===== config.mk =====
export PLATFORM = sky130hd
export DESIGN_NAME = hybrid_dimming_waveform_generator_core
export DESIGN_NICKNAME = d
export VERILOG_FILES = /design/src/hdl/hdwg_pkg.sv /design/src/hdl/hdwg_div.sv /design/src/hdl/hdwg_win.sv /design/src/hdl/hybrid_dimming_waveform_generator_core.sv
export SDC_FILE = /design/constraint.sdc
export NUM_CORES = 1
export LEC_CHECK = 0
export ABC_CLOCK_PERIOD_IN_PS = 7500
export BUFFER_PORTS_ARGS = -buffer_cell sky130_fd_sc_hd__buf_2
export CAP_MARGIN = 10
export CELL_PAD_IN_SITES_DETAIL_PLACEMENT = 1
export CELL_PAD_IN_SITES_GLOBAL_PLACEMENT = 1
export CORE_MARGIN = 5
export CORE_UTILIZATION = 47
export CTS_CLUSTER_SIZE = 10
export DETAILED_ROUTE_END_ITERATION = 10
export GPL_ROUTABILITY_DRIVEN = 1
export GPL_TIMING_DRIVEN = 0
export PLACE_DENSITY = 0.87
export SLEW_MARGIN = 20
export SYNTH_ARGS = -nofsm -noshare
export SYNTH_HDL_FRONTEND = slang
export SYNTH_SLANG_ARGS = --single-unit

===== constraint.sdc =====
create_clock -name clk -period 7.5 [get_ports clk]
set_clock_uncertainty 0.1 [all_clocks]
set_input_delay 2.25 -clock clk [delete_from_list [all_inputs] [get_ports clk]]
set_output_delay 2.25 -clock clk [all_outputs]
set_load 0.02 [all_outputs]

===== src/hdl/hdwg_pkg.sv =====
`default_nettype none

package hdwg_pkg;

  localparam int unsigned HALF_SECOND_US = 500000;

  localparam int HALF_W    = 19;
  localparam int FREQ_W    = 8;
  localparam int PWM_W     = 10;
  localparam int TENTH_W   = 4;
  localparam int ENC_W     = 16;
  localparam int CFG_IDX_W = 3;
  localparam int DIV_STEPS = HALF_W;
  localparam int CNT_W     = $clog2(DIV_STEPS);

  localparam logic [FREQ_W-1:0]  RESET_FREQ_MIN    = 8'd47;
  localparam logic [FREQ_W-1:0]  RESET_FREQ_MAX    = 8'd240;
  localparam logic [PWM_W-1:0]   RESET_PWM_LEVEL   = 10'd767;
  localparam logic [TENTH_W-1:0] RESET_HIGH_TENTHS = 4'd2;
  localparam logic [TENTH_W-1:0] RESET_LOW_TENTHS  = 4'd1;

  localparam logic [HALF_W-1:0] HALF_US    = HALF_W'(HALF_SECOND_US);
  localparam logic [HALF_W-1:0] RESET_HALF = HALF_W'(HALF_SECOND_US / RESET_FREQ_MIN);

  localparam logic KIND_TICK = 1'b0;
  localparam logic KIND_POLL = 1'b1;

  typedef enum logic [CFG_IDX_W-1:0] {
    CFG_FREQ_MIN,
    CFG_FREQ_MAX,
    CFG_PWM_LEVEL,
    CFG_HIGH_TENTHS,
    CFG_LOW_TENTHS
  } cfg_idx_t;

  typedef enum logic [2:0] {
    ST_IDLE,
    ST_WIN,
    ST_ENC,
    ST_DIV,
    ST_OUT
  } state_t;

  typedef struct packed {
    logic              start;
    logic [FREQ_W-1:0] divisor;
  } div_req_t;

  typedef struct packed {
    logic              done;
    logic [HALF_W-1:0] quotient;
  } div_rsp_t;

endpackage

`default_nettype wire


===== src/hdl/hdwg_div.sv =====
`default_nettype none

module hdwg_div (
  input  wire               clk,
  input  wire               rst_n,
  input  hdwg_pkg::div_req_t req,
  output hdwg_pkg::div_rsp_t rsp
);

  logic                          busy_r, busy_nxt;
  logic                          done_r, done_nxt;
  logic [hdwg_pkg::CNT_W-1:0]    cnt_r, cnt_nxt;
  logic [hdwg_pkg::FREQ_W-1:0]   dvs_r;
  logic [hdwg_pkg::HALF_W-1:0]   dvd_r;
  logic [hdwg_pkg::HALF_W-1:0]   q_r;
  logic [hdwg_pkg::FREQ_W-1:0]   rem_r;

  logic [hdwg_pkg::FREQ_W:0]     rem_sh;
  logic [hdwg_pkg::FREQ_W:0]     diff;
  logic                          ge;
  logic [hdwg_pkg::FREQ_W-1:0]   rem_step;

  assign rem_sh   = {rem_r, dvd_r[hdwg_pkg::HALF_W-1]};
  assign ge       = rem_sh >= {1'b0, dvs_r};
  assign diff     = rem_sh - {1'b0, dvs_r};
  assign rem_step = ge ? diff[hdwg_pkg::FREQ_W-1:0] : rem_sh[hdwg_pkg::FREQ_W-1:0];

  always_comb begin
    busy_nxt = busy_r;
    done_nxt = 1'b0;
    cnt_nxt  = cnt_r;
    if (req.start) begin
      busy_nxt = 1'b1;
      cnt_nxt  = '0;
    end else if (busy_r) begin
      cnt_nxt = cnt_r + 1'b1;
      if (cnt_r == hdwg_pkg::CNT_W'(hdwg_pkg::DIV_STEPS - 1)) begin
        busy_nxt = 1'b0;
        done_nxt = 1'b1;
      end
    end
  end

  always_ff @(posedge clk) begin
    if (!rst_n) begin
      busy_r <= 1'b0;
      done_r <= 1'b0;
      cnt_r  <= '0;
    end else begin
      busy_r <= busy_nxt;
      done_r <= done_nxt;
      cnt_r  <= cnt_nxt;
    end
  end

  always_ff @(posedge clk) begin
    if (req.start) begin
      dvs_r <= req.divisor;
      dvd_r <= hdwg_pkg::HALF_US;
      rem_r <= '0;
      q_r   <= '0;
    end else if (busy_r) begin
      dvd_r <= dvd_r << 1;
      rem_r <= rem_step;
      q_r   <= {q_r[hdwg_pkg::HALF_W-2:0], ge};
    end
  end

  assign rsp.done     = done_r;
  assign rsp.quotient = q_r;

endmodule

`default_nettype wire


===== src/hdl/hdwg_win.sv =====
`default_nettype none

module hdwg_win (
  input  wire                          level,
  input  wire [hdwg_pkg::HALF_W-1:0]   tick_count,
  input  wire [hdwg_pkg::HALF_W-1:0]   half_ticks,
  input  wire [hdwg_pkg::TENTH_W-1:0]  high_tenths,
  input  wire [hdwg_pkg::TENTH_W-1:0]  low_tenths,
  output logic                         in_window
);

  localparam int W = hdwg_pkg::HALF_W + hdwg_pkg::TENTH_W;

  logic [hdwg_pkg::HALF_W-1:0]  remaining;
  logic [hdwg_pkg::TENTH_W-1:0] tenths;
  logic [W-1:0]                 rem_x10;
  logic [W-1:0]                 limit;

  assign remaining = half_ticks - tick_count;
  assign tenths    = level ? high_tenths : low_tenths;
  assign rem_x10   = (W'(remaining) << 3) + (W'(remaining) << 1);
  assign limit     = W'(half_ticks) * W'(tenths);
  assign in_window = rem_x10 < limit;

endmodule

`default_nettype wire


===== src/hdl/hybrid_dimming_waveform_generator_core.sv =====
// Tick beat: accepted in IDLE, then WIN and OUT; the result loads in OUT and the
// block returns to IDLE for another beat. Poll beat: IDLE, ENC and OUT, or IDLE, ENC,
// DIV and OUT when the encoder level moves to a non-zero frequency and the half period
// is rebuilt by the 19-step restoring divider (one quotient bit a cycle). One beat in
// flight at a time; a stalled result beat holds the block in OUT.
// Synchronous active-low reset: registers to defaults, 47 Hz, half period 10638 ticks.
`default_nettype none

module hybrid_dimming_waveform_generator_core #(
  parameter int DUTY_BITS = 10
) (
  input  wire                          clk,
  input  wire                          rst_n,
  input  wire                          in_valid,
  output logic                         in_ready,
  input  wire                          in_kind,
  input  wire signed [7:0]             in_encoder_delta,
  output logic                         out_valid,
  input  wire                          out_ready,
  output logic                         out_square_level,
  output logic [hdwg_pkg::PWM_W-1:0]   out_pwm_duty,
  output logic [hdwg_pkg::FREQ_W-1:0]  out_frequency,
  output logic [hdwg_pkg::HALF_W-1:0]  out_half_period,
  input  wire                          cfg_wr_en,
  input  wire [hdwg_pkg::CFG_IDX_W-1:0] cfg_index,
  input  wire [hdwg_pkg::PWM_W-1:0]    cfg_data
);

  localparam int DUTY_W = (DUTY_BITS < hdwg_pkg::PWM_W) ? DUTY_BITS : hdwg_pkg::PWM_W;
  localparam logic [hdwg_pkg::PWM_W-1:0] DUTY_MASK = ~({hdwg_pkg::PWM_W{1'b1}} << DUTY_W);

  hdwg_pkg::state_t state_r, state_nxt;

  logic [hdwg_pkg::FREQ_W-1:0]  freq_min_r, freq_min_nxt;
  logic [hdwg_pkg::FREQ_W-1:0]  freq_max_r, freq_max_nxt;
  logic [hdwg_pkg::PWM_W-1:0]   pwm_level_r, pwm_level_nxt;
  logic [hdwg_pkg::TENTH_W-1:0] hi_tenths_r, hi_tenths_nxt;
  logic [hdwg_pkg::TENTH_W-1:0] lo_tenths_r, lo_tenths_nxt;

  logic [hdwg_pkg::HALF_W-1:0]  tick_count_r, tick_count_nxt;
  logic                         level_r, level_nxt;
  logic                         pwm_active_r, pwm_active_nxt;
  logic [hdwg_pkg::FREQ_W-1:0]  freq_now_r, freq_now_nxt;
  logic [hdwg_pkg::HALF_W-1:0]  half_ticks_r, half_ticks_nxt;
  logic [hdwg_pkg::ENC_W-1:0]   enc_sum_r, enc_sum_nxt;
  logic [hdwg_pkg::ENC_W-1:0]   enc_last_r, enc_last_nxt;

  logic                         out_valid_r, out_valid_nxt;
  logic                         out_level_r;
  logic [hdwg_pkg::PWM_W-1:0]   out_duty_r;
  logic [hdwg_pkg::FREQ_W-1:0]  out_freq_r;
  logic [hdwg_pkg::HALF_W-1:0]  out_half_r;

  logic                         in_acc;
  logic                         out_load;
  logic                         in_window;
  logic [hdwg_pkg::HALF_W-1:0]  tick_inc;

  logic [hdwg_pkg::ENC_W-1:0]   sum_adj;
  logic signed [hdwg_pkg::ENC_W-1:0] half_sum;
  logic                         step_up, step_dn, changed;
  logic [hdwg_pkg::FREQ_W:0]    freq_up9;
  logic [hdwg_pkg::FREQ_W-1:0]  freq_up, freq_dn, freq_new;
  logic [hdwg_pkg::FREQ_W-1:0]  freq_m1;

  hdwg_pkg::div_req_t div_req;
  hdwg_pkg::div_rsp_t div_rsp;

  hdwg_div u_div (
    .clk   (clk),
    .rst_n (rst_n),
    .req   (div_req),
    .rsp   (div_rsp)
  );

  hdwg_win u_win (
    .level       (level_r),
    .tick_count  (tick_count_r),
    .half_ticks  (half_ticks_r),
    .high_tenths (hi_tenths_r),
    .low_tenths  (lo_tenths_r),
    .in_window   (in_window)
  );

  assign in_acc   = in_valid && in_ready;
  assign tick_inc = tick_count_r + 1'b1;

  assign sum_adj  = enc_sum_r + hdwg_pkg::ENC_W'(enc_sum_r[hdwg_pkg::ENC_W-1]);
  assign half_sum = $signed(sum_adj) >>> 1;
  assign step_up  = half_sum > $signed(enc_last_r);
  assign step_dn  = half_sum < $signed(enc_last_r);
  assign changed  = step_up || step_dn;

  assign freq_up9 = {1'b0, freq_now_r} + 1'b1;
  assign freq_up  = (freq_up9 > {1'b0, freq_max_r}) ? freq_max_r
                                                    : freq_up9[hdwg_pkg::FREQ_W-1:0];
  assign freq_m1  = freq_now_r - 1'b1;
  assign freq_dn  = (freq_now_r == '0 || freq_m1 < freq_min_r) ? freq_min_r : freq_m1;
  assign freq_new = step_up ? freq_up : freq_dn;

  always_comb begin
    state_nxt = state_r;
    unique case (state_r)
      hdwg_pkg::ST_IDLE: begin
        if (in_valid) begin
          state_nxt = (in_kind == hdwg_pkg::KIND_POLL) ? hdwg_pkg::ST_ENC : hdwg_pkg::ST_WIN;
        end
      end
      hdwg_pkg::ST_WIN: state_nxt = hdwg_pkg::ST_OUT;
      hdwg_pkg::ST_ENC: begin
        state_nxt = (changed && freq_new != '0) ? hdwg_pkg::ST_DIV : hdwg_pkg::ST_OUT;
      end
      hdwg_pkg::ST_DIV: begin
        if (div_rsp.done) begin
          state_nxt = hdwg_pkg::ST_OUT;
        end
      end
      hdwg_pkg::ST_OUT: begin
        if (!out_valid_r || out_ready) begin
          state_nxt = hdwg_pkg::ST_IDLE;
        end
      end
      default: state_nxt = hdwg_pkg::ST_IDLE;
    endcase
  end

  always_comb begin
    in_ready        = (state_r == hdwg_pkg::ST_IDLE);
    div_req.start   = (state_r == hdwg_pkg::ST_ENC) && changed && (freq_new != '0);
    div_req.divisor = freq_new;
    out_load        = (state_r == hdwg_pkg::ST_OUT) && (!out_valid_r || out_ready);
  end

  always_comb begin
    freq_min_nxt   = freq_min_r;
    freq_max_nxt   = freq_max_r;
    pwm_level_nxt  = pwm_level_r;
    hi_tenths_nxt  = hi_tenths_r;
    lo_tenths_nxt  = lo_tenths_r;
    tick_count_nxt = tick_count_r;
    level_nxt      = level_r;
    pwm_active_nxt = pwm_active_r;
    freq_now_nxt   = freq_now_r;
    half_ticks_nxt = half_ticks_r;
    enc_sum_nxt    = enc_sum_r;
    enc_last_nxt   = enc_last_r;

    if (cfg_wr_en) begin
      unique case (cfg_index)
        hdwg_pkg::CFG_FREQ_MIN:    freq_min_nxt  = cfg_data[hdwg_pkg::FREQ_W-1:0];
        hdwg_pkg::CFG_FREQ_MAX:    freq_max_nxt  = cfg_data[hdwg_pkg::FREQ_W-1:0];
        hdwg_pkg::CFG_PWM_LEVEL:   pwm_level_nxt = cfg_data & DUTY_MASK;
        hdwg_pkg::CFG_HIGH_TENTHS: hi_tenths_nxt = cfg_data[hdwg_pkg::TENTH_W-1:0];
        hdwg_pkg::CFG_LOW_TENTHS:  lo_tenths_nxt = cfg_data[hdwg_pkg::TENTH_W-1:0];
        default: ;
      endcase
    end

    if (in_acc) begin
      if (in_kind == hdwg_pkg::KIND_TICK) begin
        if (tick_inc >= half_ticks_r) begin
          level_nxt      = ~level_r;
          tick_count_nxt = '0;
        end else begin
          tick_count_nxt = tick_inc;
        end
      end else begin
        enc_sum_nxt = enc_sum_r + hdwg_pkg::ENC_W'(in_encoder_delta);
      end
    end

    if (state_r == hdwg_pkg::ST_WIN) begin
      if (level_r) begin
        pwm_active_nxt = pwm_active_r || in_window;
      end else begin
        pwm_active_nxt = in_window;
      end
    end

    if (state_r == hdwg_pkg::ST_ENC && changed) begin
      enc_last_nxt = half_sum;
      freq_now_nxt = freq_new;
      if (freq_new == '0) begin
        half_ticks_nxt = hdwg_pkg::HALF_US;
      end
    end

    if (state_r == hdwg_pkg::ST_DIV && div_rsp.done) begin
      half_ticks_nxt = div_rsp.quotient;
    end
  end

  always_comb begin
    if (out_load) begin
      out_valid_nxt = 1'b1;
    end else if (out_ready) begin
      out_valid_nxt = 1'b0;
    end else begin
      out_valid_nxt = out_valid_r;
    end
  end

  always_ff @(posedge clk) begin
    if (!rst_n) begin
      state_r      <= hdwg_pkg::ST_IDLE;
      freq_min_r   <= hdwg_pkg::RESET_FREQ_MIN;
      freq_max_r   <= hdwg_pkg::RESET_FREQ_MAX;
      pwm_level_r  <= hdwg_pkg::RESET_PWM_LEVEL & DUTY_MASK;
      hi_tenths_r  <= hdwg_pkg::RESET_HIGH_TENTHS;
      lo_tenths_r  <= hdwg_pkg::RESET_LOW_TENTHS;
      tick_count_r <= '0;
      level_r      <= 1'b0;
      pwm_active_r <= 1'b0;
      freq_now_r   <= hdwg_pkg::RESET_FREQ_MIN;
      half_ticks_r <= hdwg_pkg::RESET_HALF;
      enc_sum_r    <= '0;
      enc_last_r   <= '0;
      out_valid_r  <= 1'b0;
    end else begin
      state_r      <= state_nxt;
      freq_min_r   <= freq_min_nxt;
      freq_max_r   <= freq_max_nxt;
      pwm_level_r  <= pwm_level_nxt;
      hi_tenths_r  <= hi_tenths_nxt;
      lo_tenths_r  <= lo_tenths_nxt;
      tick_count_r <= tick_count_nxt;
      level_r      <= level_nxt;
      pwm_active_r <= pwm_active_nxt;
      freq_now_r   <= freq_now_nxt;
      half_ticks_r <= half_ticks_nxt;
      enc_sum_r    <= enc_sum_nxt;
      enc_last_r   <= enc_last_nxt;
      out_valid_r  <= out_valid_nxt;
    end
  end

  always_ff @(posedge clk) begin
    if (out_load) begin
      out_level_r <= level_r;
      out_duty_r  <= pwm_active_r ? pwm_level_r : '0;
      out_freq_r  <= freq_now_r;
      out_half_r  <= half_ticks_r;
    end
  end

  assign out_valid        = out_valid_r;
  assign out_square_level = out_level_r;
  assign out_pwm_duty     = out_duty_r;
  assign out_frequency    = out_freq_r;
  assign out_half_period  = out_half_r;

endmodule

`default_nettype wire


[After elaboration in Yosys (flattened, before gate mapping)]
Index checks and enable logic that the tools add are counted.
Operators by class
  add/subtract/negate cells: 9
  $mul: 1
  order comparisons: 7
  eq/ne operators: 12
  mux-type cells: 22
  bitwise logic cells: 4
  reductions and logical operators: 31
Operator list (count)
  two-way mux 19 bit: 4
  two-way mux 8 bit: 4
  adder 22 x 20 -> 23 bit: 1
  less-than comparator 23 bit: 1
  multiplier 19 x 4 -> 23 bit: 1
  adder 19 x 1 -> 19 bit (second input constant): 1
  >= comparator 19 bit: 1
  subtractor 19 bit: 1
  adder 16 x 1 -> 16 bit: 1
  adder 16 bit: 1
  zero test 8 bit: 2
  AND reduction 2 bit: 8
  > comparator 15 bit: 1
  less-than comparator 15 bit: 1
  case mux 3 bit (5 select lines): 1
  equality test 3 x 2 -> 1 bit (second input constant): 4
  two-way mux 3 bit: 4
  adder 8 x 1 -> 9 bit (second input constant): 1
  >= comparator 9 x 8 -> 1 bit: 1
  > comparator 9 x 8 -> 1 bit: 1
  less-than comparator 8 bit: 1
  nonzero test 8 bit: 1
  subtractor 8 x 1 -> 8 bit (second input constant): 1
  subtractor 8 bit: 1
  other kinds (18): 42
Word-level totals
  bits in registers: 211
  input bits: 27
  output and inout port bits: 40
  word-level logic and storage cells: 111

[Logic depth before layout (Yosys ltp)]
  depth in word-level cells: 9
  gate-level depth with buffers: 25
  depth with buffers taken out: 25

[Cells and area by module]
Synthesis repeated with hierarchy kept, for this count alone.
Unflattened totals
  cell total of the unflattened synthesis: 1847
  area total of the unflattened synthesis: 15881.5 um^2
Modules (own cells, without submodules)
  hybrid_dimming_waveform_generator_core: times used 1, cells each 1012, area each 8846.0 um^2, sequential area each 3483.3 um^2
  hdwg_win: times used 1, cells each 594, area each 4620.7 um^2, sequential area each 0.0 um^2
  hdwg_div: times used 1, cells each 241, area each 2414.8 um^2, sequential area each 1201.2 um^2

[Least setup slack after synthesis]
OpenSTA, ideal clock, no wires.
  path type: reg-to-reg
  start: register level_r
  end: register pwm_active_r
  setup time: 0.070 ns
  data arrival time: 5.782 ns
  data required time: 7.330 ns
  setup slack: 1.548 ns
  stages on the path, launching flop included: 24
  path buffers: 2
  period minus slack after synthesis: 5.952 ns
  path through: dfxtp_1 -> clkbuf_1 -> mux2i_1 -> clkbuf_1 -> nor2_1 -> fa_1 -> inv_1 -> fa_1 -> inv_1 -> ha_1 -> a21o_1 -> a21oi_1 -> o21ai_0 -> a31oi_1 -> a311oi_1 -> o21a_1 -> o21a_1 -> o41ai_1 -> xor2_1 -> ha_1 -> or3b_2 -> a2111oi_0 -> o21ai_0 -> a21oi_1
On the way
  cells in the longest elaborated chain, start to end: 5
RTL lines
  from (decl): RTL line hybrid_dimming_waveform_generator_core.sv:41  | logic level_r, level_nxt;
  from (signal assigned): RTL line hybrid_dimming_waveform_generator_core.sv:227  | level_r <= level_nxt;
  two-way mux 4 bit: RTL line hdwg_win.sv:20  | assign tenths = level ? high_tenths : low_tenths;
  multiplier 19 x 4 -> 23 bit: RTL line hdwg_win.sv:22  | assign limit = W'(half_ticks) * W'(tenths);
  less-than comparator 23 bit: RTL line hdwg_win.sv:23  | assign in_window = rem_x10 < limit;
  logical OR 1 bit: RTL line hybrid_dimming_waveform_generator_core.sv:174  | pwm_active_nxt = pwm_active_r || in_window;
  two-way mux 1 bit (*): RTL line hybrid_dimming_waveform_generator_core.sv:173  | if (level_r) begin
  to (signal assigned): RTL line hybrid_dimming_waveform_generator_core.sv:228  | pwm_active_r <= pwm_active_nxt;
  to (decl): RTL line hybrid_dimming_waveform_generator_core.sv:42  | logic pwm_active_r, pwm_active_nxt;
Every way passes the cells marked *; elsewhere a longest branch is shown, timed or not.
A chain may end at the register's enable or synchronous reset.

[Worst setup path after layout]
Ends and elaborated chain as after synthesis.

==> impl_metrics.yaml <==
synthesis:
  synth_area_leaders: "dfxtp_1, ha_1, edfxtp_1"
  synth_top_cells_by_count: "inv_1, nor2_1, dfxtp_1"
  netlist.area_leader.share_pct: 21.3
  ys.flop_type: "dfxtp_1"
  synth_enable_flop_cells: 46
  yosysTopAreaCell: "dfxtp_1"
  synth.distinct_cells: 75
  syn-cell-area_um2: 15500
  synth.avg_cell_area_um2: 8.62
  yosysWarnings: 0
  synthArstFlopShare_pct: 0
  ys_ff_latch: 211
  syn_inst: 1797
  ys_seq_area_share_pct: 30.3
  synth_fp_nets: 2024
clocking:
  cts_made_buffers: 27
  clk_latency_ns: 0.54
  htreeDepth: 1
  clkTransAtPathRegs_ns: 0.06
  cts_tree: "yes"
  clock-sinks: 211
  clockRootBuffer: "clkbuf_16"
  cts-hold-fix-buffers: 0
  cts_buffer_depth: 3
detailed_routing:
  final_antenna_net_count: 0
  wl_per_cell_um: 19.5
  drt_first_pass_iters: 7
  drt-vias-per-instance: 5.80
  drt_iter0_markers: 669
  drc: 0
  vias: 13600
  postRouteWirelength_um: 45800
critical_path:
  crit_fanout: 10
  crit_path_end_kind: "register"
  worstSetupPathType: "reg2reg"
  cp.arrival_ns: 7.48
  reg2regPathDepth: 21
  cp.required_ns: 7.86
  cp-start-kind: "register"
placement:
  numPortBuffers: 65
  dp_hpwl_um: 35500
  gp_congestion: 0.877
grt:
  antenna_found_initial: 3
  overflow: 0
  grt_pass1_wl_um: 74300
  grt_util_all_layers_pct: 24.8
  grt_max_degree: 21
  grt_pass1_vias: 14700
worst_hold_path:
  hold_path_class: "reg2reg"
  min_path_cells: 0
timing:
  post-route-period-util_pct: 94.9
  tns_ns: 0
  hold_viol_final: 0
  finalWorstPathRequiredPeriod_ns: 7.12
  setup_viol_count_final: 0
  max-slew-margin-rel_pct: 44.7
  max_freq_ghz: 0.141
  tightestPinTransition_ns: 0.809
  whs_ns: 0.336
  finalMaxSlewViolations: 0
cells_and_area:
  nNetsFinal: 2121
  drive_above_1_share_pct: 7.96
  nFillCells: 3953
  multi_input_area_um2: 9900
  register_area_um2: 4680
  synthToLayoutAreaGrowth_pct: 11.4
pwr:
  peakVddDrop_v: 0.000154
  power_density_nw_per_um2: 223
  power.leakage_nw: 7.38
floorplanning:
  die_w_um: 192
  fp.dieH_um: 192
  start_util_pct: 47.6
  die_area_um2: 36700
  core.rowCount: 66
  coreArea_um2: 32500
  io_pins: 67
run:
  cap_violations: 0
status:
  status: "complete, no violations"
[flip-flops by register name, summed over array words and instances, names as in the netlist, 10 cells and up]
register,flops
out_pwm_duty,10
enc_sum_r,16
enc_last_r,15
half_ticks_r,19
u_div.q_r,19
out_half_period,19
pwm_level_r,10
u_div.dvd_r,14
tick_count_r,19
[kinds of logic after synthesis]
family | share of synthesized area [%]
AOI/OAI and AO/OA | 15.9
xor gates and xnor gates | 6.00
adders and majority gates | 18.0
buffers and inverters | 6.09
DFF | 30.3
muxes | 4.99
and+or+nand+nor | 18.7
[worst paths after layout]
| check | from | end | slack, ns |
|---|---|---|---|
| setup / recovery | level_r$_SDFFE_PN0P_ | pwm_active_r$_SDFFE_PN0N_ | 0.38 |
| hold / removal | freq_now_r[4]$_SDFFE_PN0P_ | out_frequency[4]$_DFFE_PP_ | 0.34 |
| setup reg to reg | level_r$_SDFFE_PN0P_ | pwm_active_r$_SDFFE_PN0N_ | 0.38 |
| hold reg to reg | freq_now_r[4]$_SDFFE_PN0P_ | out_frequency[4]$_DFFE_PP_ | 0.34 |
[metrics by stage]
stage / power [W] / setup slack (ns) / area [µm²] / utilization [%] / cells
6_report: 0.00384 / 0.383 / 17300 / 53.0 / 2353
5_1_grt: 0.00405 / -0.000608 / 17300 / 53.0 / 2353
4_1_cts: 0.00386 / 0.0889 / 17200 / 52.9 / 2350
3_5_place_dp: 0.00266 / -0.0124 / 16400 / 50.4 / 2305
3_3_place_gp: 0.00257 / -0.0865 / 16400 / 50.3 / 2304
2_1_floorplan: 0.00229 / 1.55 / 15500 / - / 1797
[critical path, cell delays in order, from the launching register on]
cell,delay (ns)
dfxtp_1,0.65
mux2i_4,0.58
clkbuf_1,0.47
nor2_1,0.10
ha_1,0.33
ha_1,0.28
ha_1,0.23
fa_1,0.41
a21o_1,0.18
a21oi_1,0.26
o21ai_0,0.18
a31oi_1,0.40
a311oi_1,0.21
o21a_1,0.22
o21a_1,0.18
o41ai_1,0.30
xor2_1,0.20
ha_1,0.22
or3b_2,0.52
a2111oi_0,0.41
o21ai_0,0.35
a21oi_1,0.23
[cells in the final DEF, fill, tap and decap left out, types with 18 or more instances in the layout]
cell type,count
mux2i_1,73
xnor2_1,77
nand3_1,46
clkbuf_16,28
and2_1,20
edfxtp_1,46
fa_1,38
nor2b_1,18
a32o_1,25
dfxtp_1,165
clkbuf_1,50
ha_1,162
a21oi_1,90
nand4_1,18
nand2b_1,23
buf_2,69
inv_1,178
nor2_1,178
nor3_1,42
and3_1,31
a21o_1,26
nand2_1,164
xor2_1,29
o21ai_0,76
[per-layer routing]
metal  wire, µm  GRT usage (%)  up-vias  share of wire, %
met5         22              0        -             0.048
met4       1470           8.45        4               3.2
met3       1970           3.36      100               4.3
met2      22900           45.2      285                50
met1      19400           29.8     6776                42
li1           -              -     6476                 -
[repair_timing]
item	in CTS	in global routing
buffers inserted	0	3
resized for setup	2	4
endpoints found under the setup margin	1	1
[where the power goes]
part           leakage [nW]  switching, W  total [W]  internal (W)
combinational          5.26      0.000746    0.00122      0.000470
clock                 0.389      0.000501    0.00119      0.000691
sequential             1.73      0.000108    0.00143       0.00133
total                  7.38       0.00136    0.00384       0.00249
[layout make-up]
type	instances	area share [%]
multi-input combinational	1347	57.4
sequential	211	27.2
clock buffer	39	4.36
inverter	180	3.92
tap	442	3.21
timing repair buffer	69	2.18
buffer	58	1.54
clock inverter	6	0.239
antenna	1	0.0145
(Power assumes the default switching activity.)
